$ cat src/sv/rotate_through_carry_unit_top_assert.svh
// ----------------------------------------------------------------------------
// rotate through carry unit assertion macros
// shared property shorthands for the blocks that check themselves
// ----------------------------------------------------------------------------
`ifndef ROTATE_THROUGH_CARRY_UNIT_TOP_ASSERT_SVH
`define ROTATE_THROUGH_CARRY_UNIT_TOP_ASSERT_SVH

// same-cycle implication, disabled in reset
`define RTCU_ASSERT_NOW(label, clk, rst, a, b) \
  label: assert property (@(posedge clk) disable iff (rst) (a) |-> (b)) \
    else $error("rtcu assertion failed");

// next-cycle implication, disabled in reset
`define RTCU_ASSERT_NEXT(label, clk, rst, a, b) \
  label: assert property (@(posedge clk) disable iff (rst) (a) |=> (b)) \
    else $error("rtcu assertion failed");

`endif

$ cat src/sv/rtcu_pkg.sv
`timescale 1ns / 1ps
// ----------------------------------------------------------------------------
// rtcu package
// shared types and constants of the rotate through carry unit
// ----------------------------------------------------------------------------
package rtcu_pkg;

  typedef enum logic [1:0] {
    WC_BYTE  = 2'd0,
    WC_WORD  = 2'd1,
    WC_DWORD = 2'd2,
    WC_QWORD = 2'd3
  } width_code_t;

  localparam logic OP_RCL = 1'b0;
  localparam logic OP_RCR = 1'b1;

  localparam int QUEUE_DEPTH = 2;

  // one classified request between front and back
  typedef struct packed {
    logic        right;
    logic [1:0]  width_code;
    logic [6:0]  lamt;        // left rotate amount on the width+1 ring
    logic [63:0] val;         // operand, masked to width
    logic        carry_in;
    logic        overflow_in;
    logic        wr_cf;
    logic        wr_of;
  } entry_t;

endpackage

$ cat src/sv/rtcu_in_if.sv
`timescale 1ns / 1ps
// ----------------------------------------------------------------------------
// rtcu input channel
// valid/ready channel carrying one rotate request
// ----------------------------------------------------------------------------
interface rtcu_in_if;
  logic        valid;
  logic        ready;
  logic        op;
  logic [1:0]  width_code;
  logic [7:0]  count;
  logic [63:0] operand;
  logic        carry_in;
  logic        overflow_in;

  modport source (output valid, op, width_code, count, operand, carry_in, overflow_in,
                  input ready);
  modport sink (input valid, op, width_code, count, operand, carry_in, overflow_in,
                output ready);
endinterface

$ cat src/sv/rtcu_out_if.sv
`timescale 1ns / 1ps
// ----------------------------------------------------------------------------
// rtcu output channel
// valid/ready channel carrying one rotate result
// ----------------------------------------------------------------------------
interface rtcu_out_if;
  logic        valid;
  logic        ready;
  logic [63:0] result;
  logic        carry_out;
  logic        overflow_out;

  modport source (output valid, result, carry_out, overflow_out, input ready);
  modport sink (input valid, result, carry_out, overflow_out, output ready);
endinterface

$ cat src/sv/rtcu_front.sv
`timescale 1ns / 1ps
// ----------------------------------------------------------------------------
// rtcu front
// accepts requests, masks count and operand, reduces the count mod width+1
// ----------------------------------------------------------------------------
module rtcu_front (
  rtcu_in_if.sink         in_ch,
  input  logic            q_full,
  output logic            push,
  output rtcu_pkg::entry_t push_entry
);

  logic [5:0] cnt;
  logic [5:0] steps;
  logic [6:0] ring_len;
  logic [63:0] val_mask;

  assign in_ch.ready = !q_full;
  assign push        = in_ch.valid && !q_full;

  always_comb begin
    cnt      = (in_ch.width_code == rtcu_pkg::WC_QWORD) ? in_ch.count[5:0]
                                                        : {1'b0, in_ch.count[4:0]};
    steps    = cnt;
    ring_len = 7'd65;
    val_mask = '1;
    case (rtcu_pkg::width_code_t'(in_ch.width_code))
      rtcu_pkg::WC_BYTE: begin
        ring_len = 7'd9;
        val_mask = 64'h0000_0000_0000_00ff;
        // count is at most 31, so at most three subtractions of 9
        if (cnt >= 6'd27) steps = cnt - 6'd27;
        else if (cnt >= 6'd18) steps = cnt - 6'd18;
        else if (cnt >= 6'd9) steps = cnt - 6'd9;
      end
      rtcu_pkg::WC_WORD: begin
        ring_len = 7'd17;
        val_mask = 64'h0000_0000_0000_ffff;
        if (cnt >= 6'd17) steps = cnt - 6'd17;
      end
      rtcu_pkg::WC_DWORD: begin
        ring_len = 7'd33;
        val_mask = 64'h0000_0000_ffff_ffff;
      end
      default: begin
        ring_len = 7'd65;
        val_mask = '1;
      end
    endcase
  end

  always_comb begin
    push_entry.right       = in_ch.op;
    push_entry.width_code  = in_ch.width_code;
    // a right rotate by s is a left rotate by ring_len - s
    push_entry.lamt        = (in_ch.op == rtcu_pkg::OP_RCR && steps != 6'd0)
                             ? (ring_len - {1'b0, steps}) : {1'b0, steps};
    push_entry.val         = in_ch.operand & val_mask;
    push_entry.carry_in    = in_ch.carry_in;
    push_entry.overflow_in = in_ch.overflow_in;
    push_entry.wr_cf       = (cnt != 6'd0);
    push_entry.wr_of       = (cnt == 6'd1);
  end

endmodule

$ cat src/sv/rtcu_queue.sv
`timescale 1ns / 1ps
// ----------------------------------------------------------------------------
// rtcu queue
// two-entry fifo decoupling the front from the back
// ----------------------------------------------------------------------------
`include "rotate_through_carry_unit_top_assert.svh"

module rtcu_queue (
  input  logic             clk,
  input  logic             rst,
  input  logic             push,
  input  rtcu_pkg::entry_t push_entry,
  input  logic             pop,
  output logic             full,
  output logic             not_empty,
  output rtcu_pkg::entry_t head
);

  rtcu_pkg::entry_t entries [rtcu_pkg::QUEUE_DEPTH];
  logic       wr_ptr;
  logic       rd_ptr;
  logic [1:0] fill;

  assign full      = (fill == 2'(rtcu_pkg::QUEUE_DEPTH));
  assign not_empty = (fill != 2'd0);
  assign head      = entries[rd_ptr];

  always_ff @(posedge clk) begin
    if (push) begin
      entries[wr_ptr] <= push_entry;
    end
  end

  always_ff @(posedge clk) begin
    if (rst) begin
      wr_ptr <= 1'b0;
      rd_ptr <= 1'b0;
      fill   <= 2'd0;
    end else begin
      if (push) wr_ptr <= !wr_ptr;
      if (pop) rd_ptr <= !rd_ptr;
      fill <= fill + 2'(push) - 2'(pop);
    end
  end

  `RTCU_ASSERT_NOW(a_fill_bound, clk, rst, 1'b1, fill <= 2'(rtcu_pkg::QUEUE_DEPTH))
  `RTCU_ASSERT_NOW(a_pop_nonempty, clk, rst, pop, fill != 2'd0)
  `RTCU_ASSERT_NOW(a_push_room, clk, rst, push, fill != 2'(rtcu_pkg::QUEUE_DEPTH))

endmodule

$ cat src/sv/rtcu_back.sv
`timescale 1ns / 1ps
// ----------------------------------------------------------------------------
// rtcu back
// ring rotate of operand and carry, flag update, registered result
// ----------------------------------------------------------------------------
`include "rotate_through_carry_unit_top_assert.svh"

module rtcu_back (
  input  logic             clk,
  input  logic             rst,
  input  logic             q_valid,
  input  rtcu_pkg::entry_t head,
  output logic             pop,
  rtcu_out_if.source       out_ch
);

  logic [6:0]  ring_len;
  logic [64:0] ring_mask;
  logic [64:0] ring;
  logic [64:0] ring_rot;
  logic [63:0] val_mask;
  logic [63:0] new_val;
  logic        new_c;
  logic        msb;
  logic        msb_m1;
  logic        carry_next;
  logic        overflow_next;

  always_comb begin
    ring_len = 7'd65;
    val_mask = '1;
    case (rtcu_pkg::width_code_t'(head.width_code))
      rtcu_pkg::WC_BYTE: begin
        ring_len = 7'd9;
        val_mask = 64'h0000_0000_0000_00ff;
      end
      rtcu_pkg::WC_WORD: begin
        ring_len = 7'd17;
        val_mask = 64'h0000_0000_0000_ffff;
      end
      rtcu_pkg::WC_DWORD: begin
        ring_len = 7'd33;
        val_mask = 64'h0000_0000_ffff_ffff;
      end
      default: begin
        ring_len = 7'd65;
        val_mask = '1;
      end
    endcase
  end

  // ring is {carry, val} packed into the low ring_len bits
  always_comb begin
    ring_mask = (65'd1 << ring_len) - 65'd1;
    ring      = {1'b0, head.val} | ({64'd0, head.carry_in} << (ring_len - 7'd1));
    ring_rot  = ((ring << head.lamt) | (ring >> (ring_len - head.lamt))) & ring_mask;
    new_val   = ring_rot[63:0] & val_mask;
  end

  always_comb begin
    case (rtcu_pkg::width_code_t'(head.width_code))
      rtcu_pkg::WC_BYTE: begin
        new_c  = ring_rot[8];
        msb    = new_val[7];
        msb_m1 = new_val[6];
      end
      rtcu_pkg::WC_WORD: begin
        new_c  = ring_rot[16];
        msb    = new_val[15];
        msb_m1 = new_val[14];
      end
      rtcu_pkg::WC_DWORD: begin
        new_c  = ring_rot[32];
        msb    = new_val[31];
        msb_m1 = new_val[30];
      end
      default: begin
        new_c  = ring_rot[64];
        msb    = new_val[63];
        msb_m1 = new_val[62];
      end
    endcase
    carry_next    = head.wr_cf ? new_c : head.carry_in;
    overflow_next = head.overflow_in;
    if (head.wr_of) begin
      overflow_next = (head.right == rtcu_pkg::OP_RCR) ? (msb ^ msb_m1) : (msb ^ new_c);
    end
  end

  assign pop = q_valid && (!out_ch.valid || out_ch.ready);

  always_ff @(posedge clk) begin
    if (rst) begin
      out_ch.valid <= 1'b0;
    end else if (pop) begin
      out_ch.valid <= 1'b1;
    end else if (out_ch.ready) begin
      out_ch.valid <= 1'b0;
    end
  end

  always_ff @(posedge clk) begin
    if (pop) begin
      out_ch.result       <= new_val;
      out_ch.carry_out    <= carry_next;
      out_ch.overflow_out <= overflow_next;
    end
  end

  `RTCU_ASSERT_NEXT(a_pop_shows, clk, rst, pop, out_ch.valid)
  `RTCU_ASSERT_NEXT(a_zero_rot_holds, clk, rst, pop && head.lamt == 7'd0,
                    out_ch.result == $past(head.val))
  `RTCU_ASSERT_NEXT(a_cf_kept, clk, rst, pop && !head.wr_cf,
                    out_ch.carry_out == $past(head.carry_in))

endmodule

$ cat src/sv/rotate_through_carry_unit_top.sv
// a request accepted is written into a queue entry, then into the result register when the back pops it
// throughput: one request per cycle while the output takes each result; the ring rotator in the back is combinational
// a two-entry queue lets requests be accepted while a result waits to be taken
// reset: synchronous, active high; clears queue pointers and result valid, no clearing pass
`timescale 1ns / 1ps
// ----------------------------------------------------------------------------
// rotate through carry unit top
// x86 rcl/rcr on 8, 16, 32 or 64 bit operands with carry and overflow update
// ----------------------------------------------------------------------------
module rotate_through_carry_unit_top (
  input  logic        clk,
  input  logic        rst,
  rtcu_in_if.sink     in_ch,
  rtcu_out_if.source  out_ch
);

  // front to queue
  logic             push;
  rtcu_pkg::entry_t push_entry;

  // queue to back
  logic             q_full;
  logic             q_valid;
  logic             pop;
  rtcu_pkg::entry_t head;

  // front: masks the count per width, reduces it mod width+1 and
  // turns a right rotate into the matching left ring rotate
  rtcu_front u_front (
    .in_ch      (in_ch),
    .q_full     (q_full),
    .push       (push),
    .push_entry (push_entry)
  );

  // queue: lets the front keep accepting while the back is stalled, until the queue is full
  rtcu_queue u_queue (
    .clk        (clk),
    .rst        (rst),
    .push       (push),
    .push_entry (push_entry),
    .pop        (pop),
    .full       (q_full),
    .not_empty  (q_valid),
    .head       (head)
  );

  // back: barrel rotate of {carry, operand}, flag writes, result register
  rtcu_back u_back (
    .clk     (clk),
    .rst     (rst),
    .q_valid (q_valid),
    .head    (head),
    .pop     (pop),
    .out_ch  (out_ch)
  );

endmodule
$ cat src/flat_wrapper.sv
// flat-port wrapper written by rule: the top's interface ports become plain ports
module rotate_through_carry_unit_top_flat 
  (clk, rst, in_ch_valid, in_ch_op, in_ch_width_code, in_ch_count, in_ch_operand, in_ch_carry_in, in_ch_overflow_in, in_ch_ready, out_ch_valid, out_ch_result, out_ch_carry_out, out_ch_overflow_out, out_ch_ready);
  rtcu_in_if in_ch_i ();
  rtcu_out_if out_ch_i ();
  input  logic clk;
  input  logic rst;
  input wire logic [$bits(in_ch_i.valid)-1:0] in_ch_valid;
  input wire logic [$bits(in_ch_i.op)-1:0] in_ch_op;
  input wire logic [$bits(in_ch_i.width_code)-1:0] in_ch_width_code;
  input wire logic [$bits(in_ch_i.count)-1:0] in_ch_count;
  input wire logic [$bits(in_ch_i.operand)-1:0] in_ch_operand;
  input wire logic [$bits(in_ch_i.carry_in)-1:0] in_ch_carry_in;
  input wire logic [$bits(in_ch_i.overflow_in)-1:0] in_ch_overflow_in;
  output wire logic [$bits(in_ch_i.ready)-1:0] in_ch_ready;
  output wire logic [$bits(out_ch_i.valid)-1:0] out_ch_valid;
  output wire logic [$bits(out_ch_i.result)-1:0] out_ch_result;
  output wire logic [$bits(out_ch_i.carry_out)-1:0] out_ch_carry_out;
  output wire logic [$bits(out_ch_i.overflow_out)-1:0] out_ch_overflow_out;
  input wire logic [$bits(out_ch_i.ready)-1:0] out_ch_ready;
  assign in_ch_i.valid = in_ch_valid;
  assign in_ch_i.op = in_ch_op;
  assign in_ch_i.width_code = in_ch_width_code;
  assign in_ch_i.count = in_ch_count;
  assign in_ch_i.operand = in_ch_operand;
  assign in_ch_i.carry_in = in_ch_carry_in;
  assign in_ch_i.overflow_in = in_ch_overflow_in;
  assign in_ch_ready = in_ch_i.ready;
  assign out_ch_valid = out_ch_i.valid;
  assign out_ch_result = out_ch_i.result;
  assign out_ch_carry_out = out_ch_i.carry_out;
  assign out_ch_overflow_out = out_ch_i.overflow_out;
  assign out_ch_i.ready = out_ch_ready;
  rotate_through_carry_unit_top u_core (.clk(clk), .rst(rst), .in_ch(in_ch_i), .out_ch(out_ch_i));
endmodule
$ cat config.mk
export PLATFORM = sky130hd
export DESIGN_NAME = rotate_through_carry_unit_top_flat
export DESIGN_NICKNAME = d
export VERILOG_FILES = /design/src/sv/rtcu_pkg.sv /design/src/sv/rtcu_in_if.sv /design/src/sv/rtcu_out_if.sv /design/src/sv/rtcu_front.sv /design/src/sv/rtcu_queue.sv /design/src/sv/rtcu_back.sv /design/src/sv/rotate_through_carry_unit_top.sv /design/src/flat_wrapper.sv
export VERILOG_INCLUDE_DIRS = /design/src /design/src/sv
export SDC_FILE = /design/constraint.sdc
export NUM_CORES = 1
export LEC_CHECK = 0
export ABC_AREA = 1
export CAP_MARGIN = 20
export CORE_MARGIN = 8
export CORE_UTILIZATION = 55
export DETAILED_ROUTE_END_ITERATION = 10
export DONT_BUFFER_PORTS = 1
export PLACE_DENSITY = 0.66
export SETUP_SLACK_MARGIN = 0.4
export SYNTH_ARGS = -nofsm -noshare
export SYNTH_HDL_FRONTEND = slang
export SYNTH_SLANG_ARGS = --single-unit
$ cat constraint.sdc
create_clock -name clk -period 10.2 [get_ports clk]
set_clock_uncertainty 0.05 [all_clocks]
set_input_delay 1.53 -clock clk [delete_from_list [all_inputs] [get_ports clk]]
set_output_delay 1.53 -clock clk [all_outputs]
set_load 0.005 [all_outputs]
==> results of run 1 <==
worst reg2reg max path, stage by stage (launching register included):
cell,delay (ns)
dfxtp_4,0.41
inv_2,0.07
buf_4,0.54
nand2_1,0.10
nand2_1,0.86
nand2_1,0.12
inv_1,0.41
ha_1,0.41
xor2_4,0.21
buf_4,0.34
inv_1,0.31
buf_4,0.61
nand3_1,0.20
nand3_1,0.25
nand3_1,0.10
nand2_1,0.08
clkinv_1,0.06
nand2_1,0.10
nand2_1,0.07
nand2_1,0.09
nand4_1,0.15
nand2_1,0.09
nand3_1,0.08
nand3_1,0.08
nand2_1,0.05
kinds of logic (layout without fill, tap and decap cells):
group,after synthesis,count (layout),share of synthesized area (%)
compound gates,478,478,15.8
xor+xnor,11,11,0.693
fa+ha+maj,17,17,1.24
buf+inv,358,266,9.17
flops,228,228,39.6
mux,7,7,0.408
other cells,0,1,0
simple gates,1352,1352,33.1
worst paths after layout:
path,slack [ns],endpoint,cells past startpoint
hold reg to reg,0.49,flop,2
setup / recovery,4.12,u_core.u_back.out_ch.overflow_out,24
hold / removal,0.49,flop,2
setup reg to reg,4.12,u_core.u_back.out_ch.overflow_out,24
per-stage QoR:
step,hold slack [ns],util [%]
floorplan,0.445,-
global placement,0.471,55.7
detailed placement,0.476,55.7
CTS,0.492,58.1
global route,0.537,58.2
finish,0.491,58.2
metal layers:
metal	vias to the layer above	wire, um	track usage (%)
met1	8052	25600	46.3
met2	1081	26200	48.1
met4	2	3440	15.4
met3	173	7000	6.41
li1	8028	-	-
met5	-	13	0
cells in the mapped netlist, drive strengths merged (3+ instances only):
library cell	number	area share, %
nor2	118	2.6
edfxtp	222	39
ha	17	1.2
nand4	8	0.29
nor3	6	0.24
nor3b	3	0.13
and2	4	0.15
clkbuf	53	1.2
o21a	6	0.26
mux2i	7	0.41
nand2	845	19
o21ai	264	8.1
a31oi	33	1.2
o31ai	3	0.13
dfxtp	6	0.70
o22ai	5	0.18
or2	17	0.62
xor2	6	0.39
o221ai	4	0.24
xnor2	5	0.30
buf	106	3.7
nand3	349	10
a21oi	113	3.3
o211ai	32	1.5
a211oi	3	0.13
inv	197	4.3
sequential cells by signal (all words and copies together), names as in the netlist, named ones only:
register,count
u_core.u_queue.entries,156
u_core.u_queue.wr_ptr,1
u_core.u_back.out_ch.carry_out,1
u_core.u_back.out_ch.result,64
u_core.u_queue.rd_ptr,1
u_core.u_back.out_ch.valid,1
u_core.u_queue.fill,2
u_core.u_back.out_ch.overflow_out,1
area by class of cell:
cell class	instances	area, um2	area share, %
antenna	1	2.50	0.0140
clock buffer	27	591	3.31
clock inverter	14	124	0.695
inverter	199	747	4.19
multi-input combinational	1865	8880	49.8
sequential	228	6790	38.1
tap	396	495	2.78
timing repair buffer	26	208	1.16
==> results by stage, run 1 <==
GRT:
- Entering global routing, the biggest net connects 93 pins.
- The number of global-route vias before repair is 15691.
- The initial antenna violation count came to 2.
- The total overflow left after global routing is 0.
- The global-route wire length before repair is 93.2 mm.
- The all-layer global routing usage is 32.9%.

CTS:
- Post-CTS timing repair inserted 0 buffers for setup.
- Clock-pin slew was measured on the worst setup and hold paths at 0.07 ns.
- The later pin in the worst-skew pair is clocked with a latency of 0.54 ns.
- The quantity of hold-fixing buffers added after cts is 0.
- The post-CTS resize count is 0.
- The cell sitting at the root of the clock tree is a clkbuf_16.
- TritonCTS created 23 clock buffers.
- The CTS tree is yes.
- Counting along the longest clock path gives a buffer depth of 3.
- CTS built an H-tree with a depth of 1.
- The tree built by TritonCTS fans out to 228 sinks.

STA:
- The highest clock rate is 164 MHz.
- Setup violations remaining at the end of the flow were counted as 0.
- The total count of max-transition violations in the final report is 0.
- The shortest clock period the worst path allows after layout is 6.08 ns.
- The number of hold violations in the final report was 0.
- Headroom to the max-slew limit came out at 23.4%.
- For the pin with the worst max-slew slack, the measured transition is 1.15 ns.
- Of the available clock period, the critical path in the final layout requires 59.6%.
- The aggregate negative setup slack is 0 ns.
- Setup repair after global routing left no endpoint under its margin.
- The setup slack after layout is 4.12 ns.

Critical path:
- The arrival time reported for the critical path endpoint is 6.31 ns.
- The worst setup path is of the flop to flop kind.
- Among cell families on the critical path, the largest total delay comes from simple AND/OR/NAND/NOR gates.
- The worst setup path is captured at a flop.
- STA classifies the critical path startpoint as a flop.
- Counting both buffers and inverters, the worst setup path holds a total of 7.
- The most common cell type on the critical path is nand2_1.
- Data on the critical path is required at its endpoint by 10.43 ns.
- For this design, the slowest cell found on the critical path is nand2_1.
- The signal on the critical path passes through inv_2 > buf_4 > nand2_1 > nand2_1 > nand2_1 > inv_1 > ha_1 > xor2_4 > buf_4 > inv_1 > buf_4 > nand3_1 > nand3_1 > nand3_1 > nand2_1 > clkinv_1 > nand2_1 > nand2_1 > nand2_1 > nand4_1 > nand2_1 > nand3_1 > nand3_1 > nand2_1.
- On the worst path, the slowest cell contributes a delay of 0.86 ns.
- The highest net fanout along the worst path is 64.

Finish:
- The area growth from synthesis to layout is 3.95%.
- Leaving out fill and tap cells, the most frequent cells in the layout are 833 x nand2_1, 345 x nand3_1, 222 x edfxtp_1.
- The final net count is 2441.
- Summing all non-filler instances in the final layout gives an area of 17800 um2.
- The number of filler cells placed in the layout is 2890.
- The final cell count without fillers is 2756.
- The fraction of layout instances using a drive strength above 1 is 5.81%.
- The most common library cell in the layout ignoring fill and taps is nand2_1.

Floorplan:
- 149 I/O pins were placed.
- The die outline width is 193 um.
- Measured along the y axis, the die boundary spans 193 um.
- Once the floorplan was initialized, standard cells occupied 55.9% of the core.
- The overall die area is 37100 um2.
- The placeable core area is 30700 um2.
- Row generation in the floorplan step produced 64 rows.

Logic synthesis:
- The sequential-to-total area share from yosys stat is 39.6%.
- The total standard cell area after synthesis is 17200 um2.
- The count of state elements after synthesis is 228.
- The post-synthesis average cell area is 7.00 um2.
- The count of flip-flops with a built-in enable after synthesis is 222.
- The count of synthesis-stage warnings from yosys is 0.
- The number of nets in the synthesized netlist is 2549.
- For this run, the leading register cell type out of synthesis is edfxtp_1.
- Yosys mapped the design onto 58 distinct sky130hd cell types.
- The share of synthesized registers carrying an async set or reset is 0%.
- The gate count of the mapped netlist is 2451.

Placed design:
- The total placed instance area is 17100 um2.
- The post-placement setup slack is 4.34 ns.
- The count of buffers added on input and output ports is 0.
- At the end of routability-driven placement, the weighted congestion stood at 1.05.
- After detailed placement, the design holds a cell count of 2712.
- After legalization and detailed placement, the total HPWL measured 44.8 mm.

Drt:
- The count of nets left with antenna violations once routing finished came out at 0.
- After detailed routing, the average wire length per cell comes to 22.6 um.
- After detailed routing, the total wire length is 62.3 mm.
- In the routed design, unresolved DRC markers number 0.
- For this block, the via count after detailed routing is 17336.
- The pre-antenna-repair detailed-routing pass consisted of 6 iterations.
- Dividing the detail-routed via count by the number of cells gives 6.29.
- After the first detailed-routing iteration, the DRC count stood at 2541.

Worst hold path:
- The tightest min-delay check is of the flop to flop type.
- In this run the most critical hold path is launched from u_core.u_queue.rd_ptr.

Flow run:
- Max-cap violations in this run came to 0.

Status:
- The run finished with clean final reports.
Power of run 1 is not shown: default switching activity piles up to over one toggle a cycle in this logic, so the estimate is an artifact.
==> run 2, diff against run 1 <==
==> constraint.sdc (replaced) <==
create_clock -name clk -period 5.6 [get_ports clk]
set_clock_uncertainty 0.05 [all_clocks]
set_input_delay 0.84 -clock clk [delete_from_list [all_inputs] [get_ports clk]]
set_output_delay 0.84 -clock clk [all_outputs]
set_load 0.005 [all_outputs]
==> run 2 against run 1 <==
Final area rose by 0.24%. Non-clock buffer count rose by 8. Final cell count rose by 0.25%.
==> results by stage, run 2 (same netlist as run 1, synthesis figures left out) <==
STA:
- The share of the cycle needed by the critical path after routing is 86.9% (+27 points).
- The highest clock rate came to 205 MHz (+25%).
- The final number of setup-violating endpoints came to 0 (unchanged).
- The aggregate negative setup slack is 0 ns (unchanged).
- The slew at the pin closest to its max-slew limit is 1.01 ns (-0.139 ns).
- The shortest clock period the worst path allows after layout was 4.87 ns (-1.21 ns).
- The worst slew margin relative to its limit was 32.7% (+9.4 points).
- Setup repair after global routing left no endpoint under its margin.
- The total count of max-transition violations in the final report came to 0 (unchanged).
- The number of hold violations in the final report is 0 (unchanged).

CTS:
- The quantity of hold-fixing buffers added after cts is 0 (unchanged).
- The post-CTS setup repair buffer count is 0 (unchanged).
- TritonCTS built the clock tree.
- The number of buffers on the longest clock path is 3 (unchanged).
- The number of CTS-inserted buffers is 23 (unchanged).
- The clock transition at the register clock pins on the worst setup and hold paths after CTS is 0.07 ns (about the same).
- The H-tree depth is 1 (unchanged).
- The root buffer cell is clkbuf_16.
- The post-CTS resize count is 0 (unchanged).
- The clock sink total is 228 (unchanged).
- The insertion delay to the later sink of the worst-skew pair is 0.53 ns (about the same).

Finish:
- The library cell used most frequently in the layout, excluding fill and tap cells, is nand2_1.
- The count of inserted antenna diode cells is 0 (-1).
- The register ranked first by flip-flop count is u_core.u_queue.entries.
- The number of flip-flops under the largest register name is 156 (unchanged).
- The number of filler cells placed in the layout is 2926 (+1.2%).
- The fraction of layout instances using a drive strength above 1 is 6.13% (+0.32 points).
- In the layout the commonest cells are 833 x nand2_1, 345 x nand3_1, 222 x edfxtp_1.
- The final net count is 2449 (+0.33%).
- The final cell count without fillers came to 2763 (+0.25%).
- The largest registers in the layout are u_core.u_queue.entries: 156 flops, u_core.u_back.out_ch.result: 64 flops, u_core.u_queue.fill: 2 flops.
- Compared with the post-synthesis result, the final layout area differs by 4.19%.

GRT:
- The pin count of the biggest net entering global routing was 93 (unchanged).
- The remaining global-route overflow came to 0 (unchanged).
- The all-layer global routing usage is 33.2% (+0.34 points).
- The global-route wire length before repair came to 94.3 mm (+1.1%).
- The initial antenna violation count is 0 (-2).
- The number of global-route vias before repair is 15786 (+0.61%).

Critical path:
- The highest net fanout along the worst path is 87 (+36%).
- The number of cells on the worst reg-to-reg path is 15 (-38%).
- The arrival time reported for the critical path endpoint is 5.05 ns (-1.26 ns).
- The worst setup path is captured at a flop.
- The class of the most critical setup path is flop to flop.
- The required time of the critical path is 5.78 ns (-4.65 ns).
- STA classifies the critical path startpoint as a flop.

Floorplan:
- The die outline width is 193 um (unchanged).
- The vertical die dimension is 193 um (unchanged).
- The placeable core area was 30700 um2 (unchanged).
- The initial core utilization is 55.9% (unchanged).
- The overall die area is 37100 um2 (unchanged).
- The floorplan row count came to 64 (unchanged).
- The I/O pin count is 149 (unchanged).

Drt:
- The number of nets with antenna violations after routing is 0 (unchanged).
- The total via count in the routed design was 17382 (+0.27%).
- The residual DRC count is 0 (unchanged).
- The routed via count divided by cell count came to 6.29 (about the same).
- The average routed wire per standard cell came to 22.9 um (+1.2%).
- The violation count after the first detailed-route iteration is 2603 (+2.4%).
- The wire length reported by the detailed router is 63.2 mm (+1.4%).
- The count of TritonRoute iterations in the first routing pass came to 6 (unchanged).

Placed design:
- The routability congestion estimate from global placement came to 1.05 (+0.32%).
- The total of buffers placed on input and output ports is 0 (unchanged).
- The number of instances in the placed design is 2722 (+0.37%).
- The final HPWL from detailed placement is 47.1 mm (+5.1%).

Status:
- The run finished with clean final reports.

Flow run:
- The number of violations of the max-capacitance limit is 0 (unchanged).

Worst hold path:
- The tightest min-delay check is of the primary input to flop type.
- The count of cells along the worst hold path is 1 (-1).
- The startpoint identified for the worst hold timing path is rst.
-- run 2: layout make-up --
class / instances / area [um2] / share of cell area, %
Clock buffer: 25 / 583 / 3.26
Clock inverter: 16 / 116 / 0.651
Inverter: 199 / 747 / 4.18
Multi-Input combinational cell: 1865 / 8880 / 49.7
Sequential cell: 228 / 6790 / 38.0
Tap cell: 396 / 495 / 2.77
Timing Repair Buffer: 34 / 268 / 1.50
-- run 2: path summary, 6_finish.rpt --
path | slack (ns) | to
max | 0.73 | u_core.u_back.out_ch.result[58]
min | 0.34 | u_core.u_back.out_ch.valid
max reg2reg | 0.73 | u_core.u_back.out_ch.result[58]
min reg2reg | 0.50 | flop
-- run 2: stage by stage --
step | hold WS (ns) | utilization, % | instance area, um2 | worst slack (ns)
2_1_floorplan | 0.445 | - | 17200 | 0.826
3_3_place_gp | 0.473 | 56.0 | 17200 | 1.05
3_5_place_dp | 0.487 | 56.0 | 17200 | 0.982
4_1_cts | 0.321 | 58.3 | 17900 | 0.968
5_1_grt | 0.325 | 58.3 | 17900 | 0.490
6_report | 0.336 | 58.3 | 17900 | 0.733
-- run 2: worst max-delay path, cell delays in order (launching register included) --
cell,delay (ns)
dfxtp_4,0.50
buf_4,0.73
nand2_2,0.11
nand2_2,0.74
buf_4,0.35
nand2_1,0.09
o21ai_2,0.10
inv_2,0.06
nand2_1,0.08
a21oi_1,0.09
a31oi_1,0.50
o21ai_1,0.16
o21ai_0,0.56
inv_1,0.13
o21ai_1,0.15
o21ai_0,0.14
-- run 2: metal layers --
metal  part of all wire [%]  global-route usage, %
met5                      0                      0
met4                    4.5                   14.0
met3                     11                   7.66
met2                     43                   49.3
met1                     41                   46.0
Power of run 2 is left out for the same reason.
